==> src/sv/fkp_pkg.sv <==
// Package for the FASTA k-mer packer: field widths, character codes and classifier.
`timescale 1ns / 1ps
`default_nettype none

package fkp_pkg;

    localparam int CHAR_W  = 8;
    localparam int Q_LEN_W = 6;
    localparam int KEY_W   = 64;
    localparam int BASE_W  = 2;

    localparam logic [Q_LEN_W-1:0] Q_LEN_RESET = 6'd32;

    localparam logic [CHAR_W-1:0] CHAR_UP_A   = 8'h41;
    localparam logic [CHAR_W-1:0] CHAR_UP_C   = 8'h43;
    localparam logic [CHAR_W-1:0] CHAR_UP_G   = 8'h47;
    localparam logic [CHAR_W-1:0] CHAR_UP_T   = 8'h54;
    localparam logic [CHAR_W-1:0] CHAR_LO_A   = 8'h61;
    localparam logic [CHAR_W-1:0] CHAR_LO_C   = 8'h63;
    localparam logic [CHAR_W-1:0] CHAR_LO_G   = 8'h67;
    localparam logic [CHAR_W-1:0] CHAR_LO_T   = 8'h74;
    localparam logic [CHAR_W-1:0] CHAR_NL     = 8'h0A;
    localparam logic [CHAR_W-1:0] CHAR_GT     = 8'h3E;
    localparam logic [CHAR_W-1:0] CHAR_SEMI   = 8'h3B;

    localparam logic [BASE_W-1:0] BASE_A = 2'd0;
    localparam logic [BASE_W-1:0] BASE_C = 2'd1;
    localparam logic [BASE_W-1:0] BASE_G = 2'd2;
    localparam logic [BASE_W-1:0] BASE_T = 2'd3;

    typedef enum logic [1:0] {
        CLS_BASE,
        CLS_NEWLINE,
        CLS_HEADER,
        CLS_OTHER
    } char_class_t;

    typedef struct packed {
        char_class_t       cls;
        logic [BASE_W-1:0] base;
    } char_info_t;

    function automatic char_info_t classify_char(input logic [CHAR_W-1:0] b);
        char_info_t info;
        info.cls  = CLS_BASE;
        info.base = BASE_A;
        case (b)
            CHAR_UP_A, CHAR_LO_A: info.base = BASE_A;
            CHAR_UP_C, CHAR_LO_C: info.base = BASE_C;
            CHAR_UP_G, CHAR_LO_G: info.base = BASE_G;
            CHAR_UP_T, CHAR_LO_T: info.base = BASE_T;
            CHAR_NL:              info.cls  = CLS_NEWLINE;
            CHAR_GT, CHAR_SEMI:   info.cls  = CLS_HEADER;
            default:              info.cls  = CLS_OTHER;
        endcase
        return info;
    endfunction

endpackage

`default_nettype wire

==> src/sv/fasta_kmer_packer.sv <==
// Top level of the FASTA k-mer packer: classifies text bytes and emits packed k-mer keys.
//
// The slave stream takes one byte of FASTA text per beat in s_axis_tdata. Bases A, C, G
// and T in either case are coded 0..3 and shifted into a rolling key, newest base in the
// low two bits. From the q_length-th base of a run without a break on, every base
// gives one beat on the master stream: the last q_length bases in the low 2*q_length
// bits of m_axis_tdata, upper bits zero. Newlines are skipped, '>' or ';' start a header
// that lasts up to and including the next newline, and any other byte clears the run.
// q_length is written through cfg_we / cfg_wdata only while the stream is idle; the user
// keeps to this, the block does not enforce it. Zero acts as one, above MAX_Q as MAX_Q.
// A byte is accepted in every cycle while s_axis_tready is high. Its key goes into the
// output register, or into the one-beat skid register behind it while that register
// holds a stalled key, so a byte is still taken while a key waits; s_axis_tready
// drops only when both hold keys and the receiver stalls. Reset clears the key, the run
// count and header mode, empties both output registers and sets q_length to 32.
`timescale 1ns / 1ps
`default_nettype none

module fasta_kmer_packer
    import fkp_pkg::*;
#(
    parameter int MAX_Q = 32
)
(
    input  wire logic               clk,
    input  wire logic               rst_n,
    input  wire logic               cfg_we,
    input  wire logic [Q_LEN_W-1:0] cfg_wdata,       // q_length
    input  wire logic               s_axis_tvalid,
    output logic                    s_axis_tready,
    input  wire logic [CHAR_W-1:0]  s_axis_tdata,    // [7:0] char_byte
    output logic                    m_axis_tvalid,
    input  wire logic               m_axis_tready,
    output logic [KEY_W-1:0]        m_axis_tdata     // [63:0] kmer_key
);

    localparam int RKEY_W = BASE_W * MAX_Q;
    localparam int RUN_W  = $clog2(MAX_Q + 1);
    localparam logic [Q_LEN_W-1:0] MAX_Q_LEN = Q_LEN_W'(MAX_Q);

    logic [Q_LEN_W-1:0] q_len_reg;
    logic [RKEY_W-1:0]  key_reg, key_next;
    logic [RUN_W-1:0]   run_reg, run_next;
    logic               hdr_reg, hdr_next;
    logic               out_valid_reg, skid_valid_reg;
    logic [KEY_W-1:0]   out_data_reg, skid_data_reg;

    char_info_t         info;
    logic [Q_LEN_W-1:0] q_eff;
    logic [RUN_W-1:0]   q_run;
    logic [RUN_W-1:0]   run_inc;
    logic [RKEY_W-1:0]  key_shift;
    logic [RKEY_W-1:0]  key_mask;
    logic               emit;
    logic [KEY_W-1:0]   emit_key;
    logic               in_fire, out_fire;

    assign in_fire  = s_axis_tvalid && s_axis_tready;
    assign out_fire = m_axis_tvalid && m_axis_tready;

    assign info = classify_char(s_axis_tdata);

    always_comb
    begin
        q_eff = q_len_reg;
        if (q_len_reg == '0)
        begin
            q_eff = Q_LEN_W'(1);
        end
        else if (q_len_reg > MAX_Q_LEN)
        begin
            q_eff = MAX_Q_LEN;
        end
    end

    assign q_run     = RUN_W'(q_eff);
    assign run_inc   = run_reg + RUN_W'(1);
    assign key_shift = (key_reg << BASE_W) | RKEY_W'(info.base);

    always_comb
    begin
        for (int i = 0; i < RKEY_W; i++)
        begin
            key_mask[i] = (Q_LEN_W'(i / BASE_W) < q_eff);
        end
    end

    assign emit_key = KEY_W'(key_shift & key_mask);

    always_comb
    begin
        key_next = key_reg;
        run_next = run_reg;
        hdr_next = hdr_reg;
        emit     = 1'b0;
        if (in_fire)
        begin
            if (hdr_reg)
            begin
                if (info.cls == CLS_NEWLINE)
                begin
                    hdr_next = 1'b0;
                end
            end
            else
            begin
                case (info.cls)
                    CLS_BASE:
                    begin
                        key_next = key_shift;
                        if (run_inc >= q_run)
                        begin
                            run_next = q_run - RUN_W'(1);
                            emit     = 1'b1;
                        end
                        else
                        begin
                            run_next = run_inc;
                        end
                    end
                    CLS_NEWLINE:
                    begin
                        key_next = key_reg;
                    end
                    CLS_HEADER:
                    begin
                        key_next = '0;
                        run_next = '0;
                        hdr_next = 1'b1;
                    end
                    default:
                    begin
                        key_next = '0;
                        run_next = '0;
                    end
                endcase
            end
        end
    end

    always_ff @(posedge clk or negedge rst_n)
    begin
        if (!rst_n)
        begin
            q_len_reg <= Q_LEN_RESET;
            key_reg   <= '0;
            run_reg   <= '0;
            hdr_reg   <= 1'b0;
        end
        else
        begin
            if (cfg_we)
            begin
                q_len_reg <= cfg_wdata;
            end
            key_reg <= key_next;
            run_reg <= run_next;
            hdr_reg <= hdr_next;
        end
    end

    // Output register with a one-beat skid register behind it.
    always_ff @(posedge clk or negedge rst_n)
    begin
        if (!rst_n)
        begin
            out_valid_reg  <= 1'b0;
            skid_valid_reg <= 1'b0;
        end
        else if (skid_valid_reg)
        begin
            if (out_fire)
            begin
                skid_valid_reg <= 1'b0;
            end
        end
        else if (emit)
        begin
            if (out_valid_reg && !out_fire)
            begin
                skid_valid_reg <= 1'b1;
            end
            else
            begin
                out_valid_reg <= 1'b1;
            end
        end
        else if (out_fire)
        begin
            out_valid_reg <= 1'b0;
        end
    end

    always_ff @(posedge clk)
    begin
        if (skid_valid_reg)
        begin
            if (out_fire)
            begin
                out_data_reg <= skid_data_reg;
            end
        end
        else if (emit)
        begin
            if (out_valid_reg && !out_fire)
            begin
                skid_data_reg <= emit_key;
            end
            else
            begin
                out_data_reg <= emit_key;
            end
        end
    end

    assign s_axis_tready = !skid_valid_reg;
    assign m_axis_tvalid = out_valid_reg;
    assign m_axis_tdata  = out_data_reg;

endmodule

`default_nettype wire

==> config.mk <==
export PLATFORM = sky130hd
export DESIGN_NAME = fasta_kmer_packer
export DESIGN_NICKNAME = d
export VERILOG_FILES = /design/src/sv/fkp_pkg.sv /design/src/sv/fasta_kmer_packer.sv
export SDC_FILE = /design/constraint.sdc
export NUM_CORES = 1
export LEC_CHECK = 0
export BUFFER_PORTS_ARGS = -buffer_cell sky130_fd_sc_hd__buf_2
export CAP_MARGIN = 20
export CORE_MARGIN = 5
export CORE_UTILIZATION = 25
export DETAILED_ROUTE_END_ITERATION = 7
export SLEW_MARGIN = 20
export SYNTH_ARGS = -nofsm -noshare
export SYNTH_HDL_FRONTEND = slang
export SYNTH_SLANG_ARGS = --single-unit
export TNS_END_PERCENT = 1
==> constraint.sdc <==
create_clock -name clk -period 6.25 [get_ports clk]
set_clock_uncertainty 0.15 [all_clocks]
set_input_delay 0.9375 -clock clk [delete_from_list [all_inputs] [get_ports clk]]
set_output_delay 0.9375 -clock clk [all_outputs]
set_load 0.005 [all_outputs]
==> results of run 1 <==
-- worst paths after layout --
check | from | end | slack [ns] | cells past startpoint
setup / recovery | q_len_reg[3] | skid_data_reg[32] | 2.24 | 9
hold / removal | rst_n | hdr_reg | 0.31 | 1
setup reg to reg | q_len_reg[3] | skid_data_reg[32] | 2.24 | 9
hold reg to reg | key_reg[61] | key_reg[61] | 0.35 | 1
max in group asynchronous | rst_n | key_reg[48] | 5.12 | 1
min in group clk | key_reg[61] | key_reg[61] | 0.35 | 1
-- kinds of logic after synthesis --
logic type	count (synthesis)	share of synthesized area [%]
compound gates	122	10.9
xor+xnor	5	0.505
fa+ha+maj	10	1.44
buf+inv	46	2.78
flops	205	66.5
mux	70	9.23
simple gates	125	8.63
-- power breakdown --
group	internal, W	switching [W]	leakage [nW]
Sequential	0.00144	0.0000173	2.05
Clock	0.000711	0.000488	0.325
Combinational	0.0000370	0.0000814	1.51
Total	0.00218	0.000587	3.88
-- through the flow --
stage	worst slack (ns)	cell area (µm²)	cells	util (%)	hold slack, ns
2_1_floorplan	0.573	8670	583	-	0.308
3_3_place_gp	2.14	9540	1093	27.8	0.329
3_5_place_dp	2.08	9540	1093	27.8	0.332
4_1_cts	2.16	10200	1133	29.7	0.344
5_1_grt	1.84	10200	1133	29.7	0.367
6_report	2.24	10200	1133	29.7	0.313
-- layout by cell type, fill, tap and decap left out, types with 4 or more instances in the layout --
cell type / instances
o21a_1: 5
clkbuf_1: 10
and2_4: 12
nand3_1: 8
a31oi_1: 6
nand2_1: 22
ha_1: 10
or2_1: 4
inv_1: 11
o21ai_0: 7
and2_1: 10
dfrtp_1: 76
mux2_2: 64
nor2b_1: 39
clkbuf_16: 23
nand2b_1: 5
a21oi_1: 18
edfxtp_1: 128
nor2_1: 10
buf_2: 83
buf_4: 4
mux2_4: 4
a22o_1: 63
-- layout make-up --
cell class | count | area (µm²)
Sequential cell | 205 | 5770
Multi-Input combinational cell | 332 | 2680
Timing Repair Buffer | 89 | 477
Fill cell | 3494 | 24200
Clock inverter | 4 | 16.3
Clock buffer | 36 | 654
Inverter | 12 | 45.0
Tap cell | 455 | 569
-- per-layer routing --
layer  vias up  wire [µm]
met1      2458       8430
met5         -          0
li1       2338          -
met3        27        864
met2       104       8910
met4         0        351
-- synthesized netlist by cell type, types with 6 or more instances --
master / instances / area, µm²
a21oi_1: 19 / 95.1
a22o_1: 63 / 552
a31oi_1: 6 / 37.5
and2_1: 10 / 62.6
and2_4: 12 / 105
buf_2: 16 / 80.1
buf_4: 7 / 52.6
clkbuf_1: 8 / 30.0
dfrtp_1: 76 / 1900
edfxtp_1: 128 / 3840
ha_1: 10 / 125
inv_1: 12 / 45.0
mux2_2: 64 / 721
nand2_1: 22 / 82.6
nand3_1: 8 / 40.0
nor2_1: 10 / 37.5
nor2b_1: 39 / 244
o21ai_0: 7 / 35.0
-- worst max-delay path: stages, from the launching register on --
cell	delay, ns
dfrtp_1	0.81
nor2_1	0.18
a21oi_1	0.16
nor2_1	0.10
ha_1	0.32
nor2b_1	0.04
o21ai_1	0.17
a221o_1	0.41
and3_2	0.81
buf_4	0.49
==> flow_summary.json, run 1 <==
{
  "status": "complete, no violations",
  "seq_area_frac_synth_pct": 66.5,
  "power_density_nw_per_um2": 271,
  "ioPinCount": 85,
  "synthDistinctLibCells": 51,
  "finalSetupViolCount": 0,
  "die_area_um2": 38500,
  "cts-resized-gates": 0,
  "critPathCaptureType": "flop",
  "netlist_area_um2": 8670,
  "h-tree-depth": 1,
  "cts_tree": "built",
  "synth_ff_type": "edfxtp_1",
  "ant_nets": 0,
  "ctsRootBufferMaster": "clkbuf_16",
  "synth_area_per_cell_um2": 14.9,
  "fin_nets": 691,
  "cts_made_buffers": 22,
  "drc_errors": 0,
  "grtUsageTotal_pct": 9.47,
  "grt_pass1_vias": 5135,
  "gr-usage-met2_pct": 15.2,
  "hp-class": "input port to async pin",
  "relSlewSlack_pct": 36.8,
  "cts_hold_buf": 0,
  "use_met3_pct": 1.92,
  "synth_seq_cells": 205,
  "drive_gt1_share_pct": 30.7,
  "dp_hpwl_mm": 12.6,
  "clockBufferDepth": 3,
  "synthCells": 583,
  "cp-start-kind": "flop",
  "synth-edff-count": 128,
  "grt_max_degree": 78,
  "use_met1_pct": 13.2,
  "slew_viol_final": 0,
  "tns_ns": 0,
  "fp.coreArea_um2": 34400,
  "areaGrowthSynthToFinish_pct": 17.8,
  "place.gp.congestion": 0.790,
  "grt_pass1_wl_mm": 29.6,
  "grt_busiest_layer": "met2",
  "post_cts_buffers": 0,
  "maxCapViolations": 0,
  "leakage_nw": 3.88,
  "post-route-period-util_pct": 64.1,
  "grt_antenna_before_repair": 0,
  "dr.first_iter.drc_count": 401,
  "clock.fmax_mhz": 249,
  "avgRoutedWirePerCell_um": 16.4,
  "async_flop_share_pct": 37.6,
  "rows": 68,
  "gr-total-overflow": 0,
  "rsz0062_at_grt": "no",
  "via_per_inst": 4.35,
  "clkTransAtPathRegs_ns": 0.06,
  "syn_nets": 612,
  "start_util_pct": 25.2,
  "numPortBuffers": 84,
  "yosysWarningCount": 0,
  "irDropWorstVdd_v": 0.000148,
  "num_vias": 4927,
  "die_height_um": 196,
  "diodes": 0,
  "first_pass_iters": 4,
  "clock_sinks": 205,
  "die_w_um": 196,
  "max_slew.worst_pin.slew_ns": 0.945,
  "arrival_ns": 4.00,
  "post-route-min-period_ns": 4.01,
  "clk_latency_ns": 0.49,
  "final_hold_viol_count": 0,
  "totalPowerFinal_w": 0.00277,
  "crit_type": "flop to flop",
  "finalWirelength_mm": 18.6,
  "crit_required_ns": 6.24,
  "critPathMaxFanout": 35
}
Note: power is estimated with default switching activity, not from simulation.
==> inputs of run 2 (changes only) <==
Settings changed: ABC_AREA from default to 1.
Clock period 6.25 ns to 4.1 ns, I/O delays scaled along.
==> flow_summary.json, run 2 <==
{
  "status": "complete, no violations",
  "r2r_cells": 11,
  "grt_pass1_vias": 5869,
  "dr.first_iter.drc_count": 351,
  "fp.coreArea_um2": 34400,
  "post_cts_buffers": 0,
  "finalSetupViolCount": 0,
  "irDropWorstVdd_v": 0.000237,
  "yosysWarningCount": 0,
  "synth_seq_cells": 205,
  "startpoint": "q_len_reg[5]",
  "drive_gt1_share_pct": 17.9,
  "first_pass_iters": 4,
  "fin_util_pct": 30.1,
  "yosysMostFrequentCell": "nand2_1",
  "cts-resized-gates": 0,
  "r2r_setup_slack_ns": 0.89,
  "maxCapViolations": 0,
  "synthTopCellsByCount": "237 x nand2_1, 128 x edfxtp_1, 100 x inv_1, 76 x dfrtp_1, 64 x nor2_1",
  "areaGrowthSynthToFinish_pct": 19.6,
  "synth_ff_type": "edfxtp_1",
  "ctsRootBufferMaster": "clkbuf_16",
  "slew_viol_final": 0,
  "ant_nets": 0,
  "max_slew.worst_pin.slew_ns": 0.771,
  "totalPowerFinal_w": 0.00548,
  "finalWirelength_mm": 19.5,
  "synth_area_per_cell_um2": 10.5,
  "synthTopCellsByArea": "edfxtp_1 44%, dfrtp_1 22%, nand2_1 10%, inv_1 4.3%, o22ai_1 4.3%",
  "dp_hpwl_mm": 13.4,
  "critPathMaxFanout": 64,
  "arrival_ns": 3.22,
  "gr-total-overflow": 0,
  "cts_made_buffers": 23,
  "fin_nets": 935,
  "reg2reg_to": "m_axis_tdata[52]",
  "die_area_um2": 38400,
  "numPortBuffers": 84,
  "leakage_nw": 4.49,
  "post-route-period-util_pct": 78.4,
  "seq_area_frac_synth_pct": 66.8,
  "die_height_um": 196,
  "drc_errors": 0,
  "ioPinCount": 85,
  "crit_required_ns": 4.11,
  "syn_nets": 849,
  "final_hold_viol_count": 0,
  "rsz0062_at_grt": "no",
  "mostFrequentLayoutCells": "237 x nand2_1, 128 x edfxtp_1, 99 x inv_1",
  "crit_type": "flop to flop",
  "grt_pass1_wl_mm": 31.8,
  "avgRoutedWirePerCell_um": 14.1,
  "critPathCaptureType": "flop",
  "relSlewSlack_pct": 48.6,
  "cp-start-kind": "flop",
  "synthCells": 820,
  "cts_hold_buf": 0,
  "yosys.area.top_type": "edfxtp_1",
  "diodes": 0,
  "rows": 68,
  "die_w_um": 196,
  "whs_ns": 0.00499,
  "grt_max_degree": 78,
  "via_per_inst": 4.15,
  "start_util_pct": 25.1,
  "post-route-min-period_ns": 3.21,
  "async_flop_share_pct": 37.6,
  "layout_commonest_cell": "nand2_1",
  "r2r_start": "q_len_reg[5]",
  "netlist_area_um2": 8640,
  "clk_latency_ns": 0.50,
  "grt_antenna_before_repair": 1,
  "cts_tree": "built",
  "h-tree-depth": 1,
  "grtUsageTotal_pct": 10.0,
  "power_density_nw_per_um2": 530,
  "yosysTopAreaCellShare_pct": 44.5,
  "num_vias": 5714,
  "clock_sinks": 205,
  "clockBufferDepth": 3,
  "synth-edff-count": 128,
  "place.gp.congestion": 0.821,
  "clock.fmax_mhz": 311,
  "hp-class": "input port to async pin",
  "synthDistinctLibCells": 33,
  "clkTransAtPathRegs_ns": 0.06
}
-- run 2: how the worst max path moves through the flow --
stage / endpoint / slack, ns / cells after the start
6_report: m_axis_tdata[52] / 0.89 / 11
5_1_grt: m_axis_tdata[52] / 0.65 / 11
4_1_cts: m_axis_tdata[9] / 0.90 / 11
3_5_place_dp: m_axis_tdata[44] / 0.93 / 11
3_3_place_gp: m_axis_tdata[48] / 0.94 / 11
2_1_floorplan: m_axis_tdata[0] / -0.11 / 11
-- run 2: layout make-up --
type | instances | area [µm²]
clock buffer | 34 | 667
clock inverter | 8 | 76.3
fill | 3595 | 24000
inverter | 113 | 440
multi-input combinational | 473 | 2310
sequential | 205 | 5770
tap | 455 | 569
timing repair buffer | 90 | 497
-- run 2: critical path, cell delays in order, from the launching register on --
cell,delay (ns)
dfstp_2,0.76
inv_1,0.20
nand2_1,0.09
nand2_1,0.14
ha_1,0.32
nand2_1,0.05
nor2_1,0.09
nand3_1,0.12
nand3_2,0.22
nand2_2,0.15
a21oi_4,0.17
buf_12,0.29
-- run 2: through the flow --
stage / TNS [ns] / setup slack, ns / instances / cell area, µm²
5_1_grt: 0 / 0.654 / 1378 / 10300
6_report: 0 / 0.887 / 1378 / 10300
2_1_floorplan: -7.16 / -0.112 / 820 / 8650
3_5_place_dp: 0 / 0.930 / 1336 / 9580
4_1_cts: 0 / 0.904 / 1378 / 10300
3_3_place_gp: 0 / 0.935 / 1336 / 9580
-- run 2: kinds of logic (layout without fill, tap and decap cells) --
family | Yosys count | count (layout) | synth area share, %
AOI/OAI and AO/OA | 114 | 114 | 7.62
xor gates and xnor gates | 5 | 5 | 0.507
adders and majority gates | 10 | 10 | 1.45
buffers and inverters | 142 | 245 | 6.69
DFF | 205 | 205 | 66.8
muxes | 1 | 1 | 0.130
and+or+nand+nor | 343 | 343 | 16.8
-- run 2: report_power, final --
| group | internal (W) | total [W] | switching [W] | leakage [nW] |
|---|---|---|---|---|
| sequential | 0.00253 | 0.00261 | 0.0000791 | 2.15 |
| combinational | 0.000308 | 0.000885 | 0.000577 | 1.98 |
| clock | 0.00119 | 0.00199 | 0.000795 | 0.361 |
-- run 2: layer usage --
metal	global-route usage, %	part of all wire (%)	up-vias
met2	17.0	48	107
met3	1.84	4.4	29
li1	-	-	2876
met4	2.56	1.8	2
met5	0	0.067	-
met1	13.4	46	2700
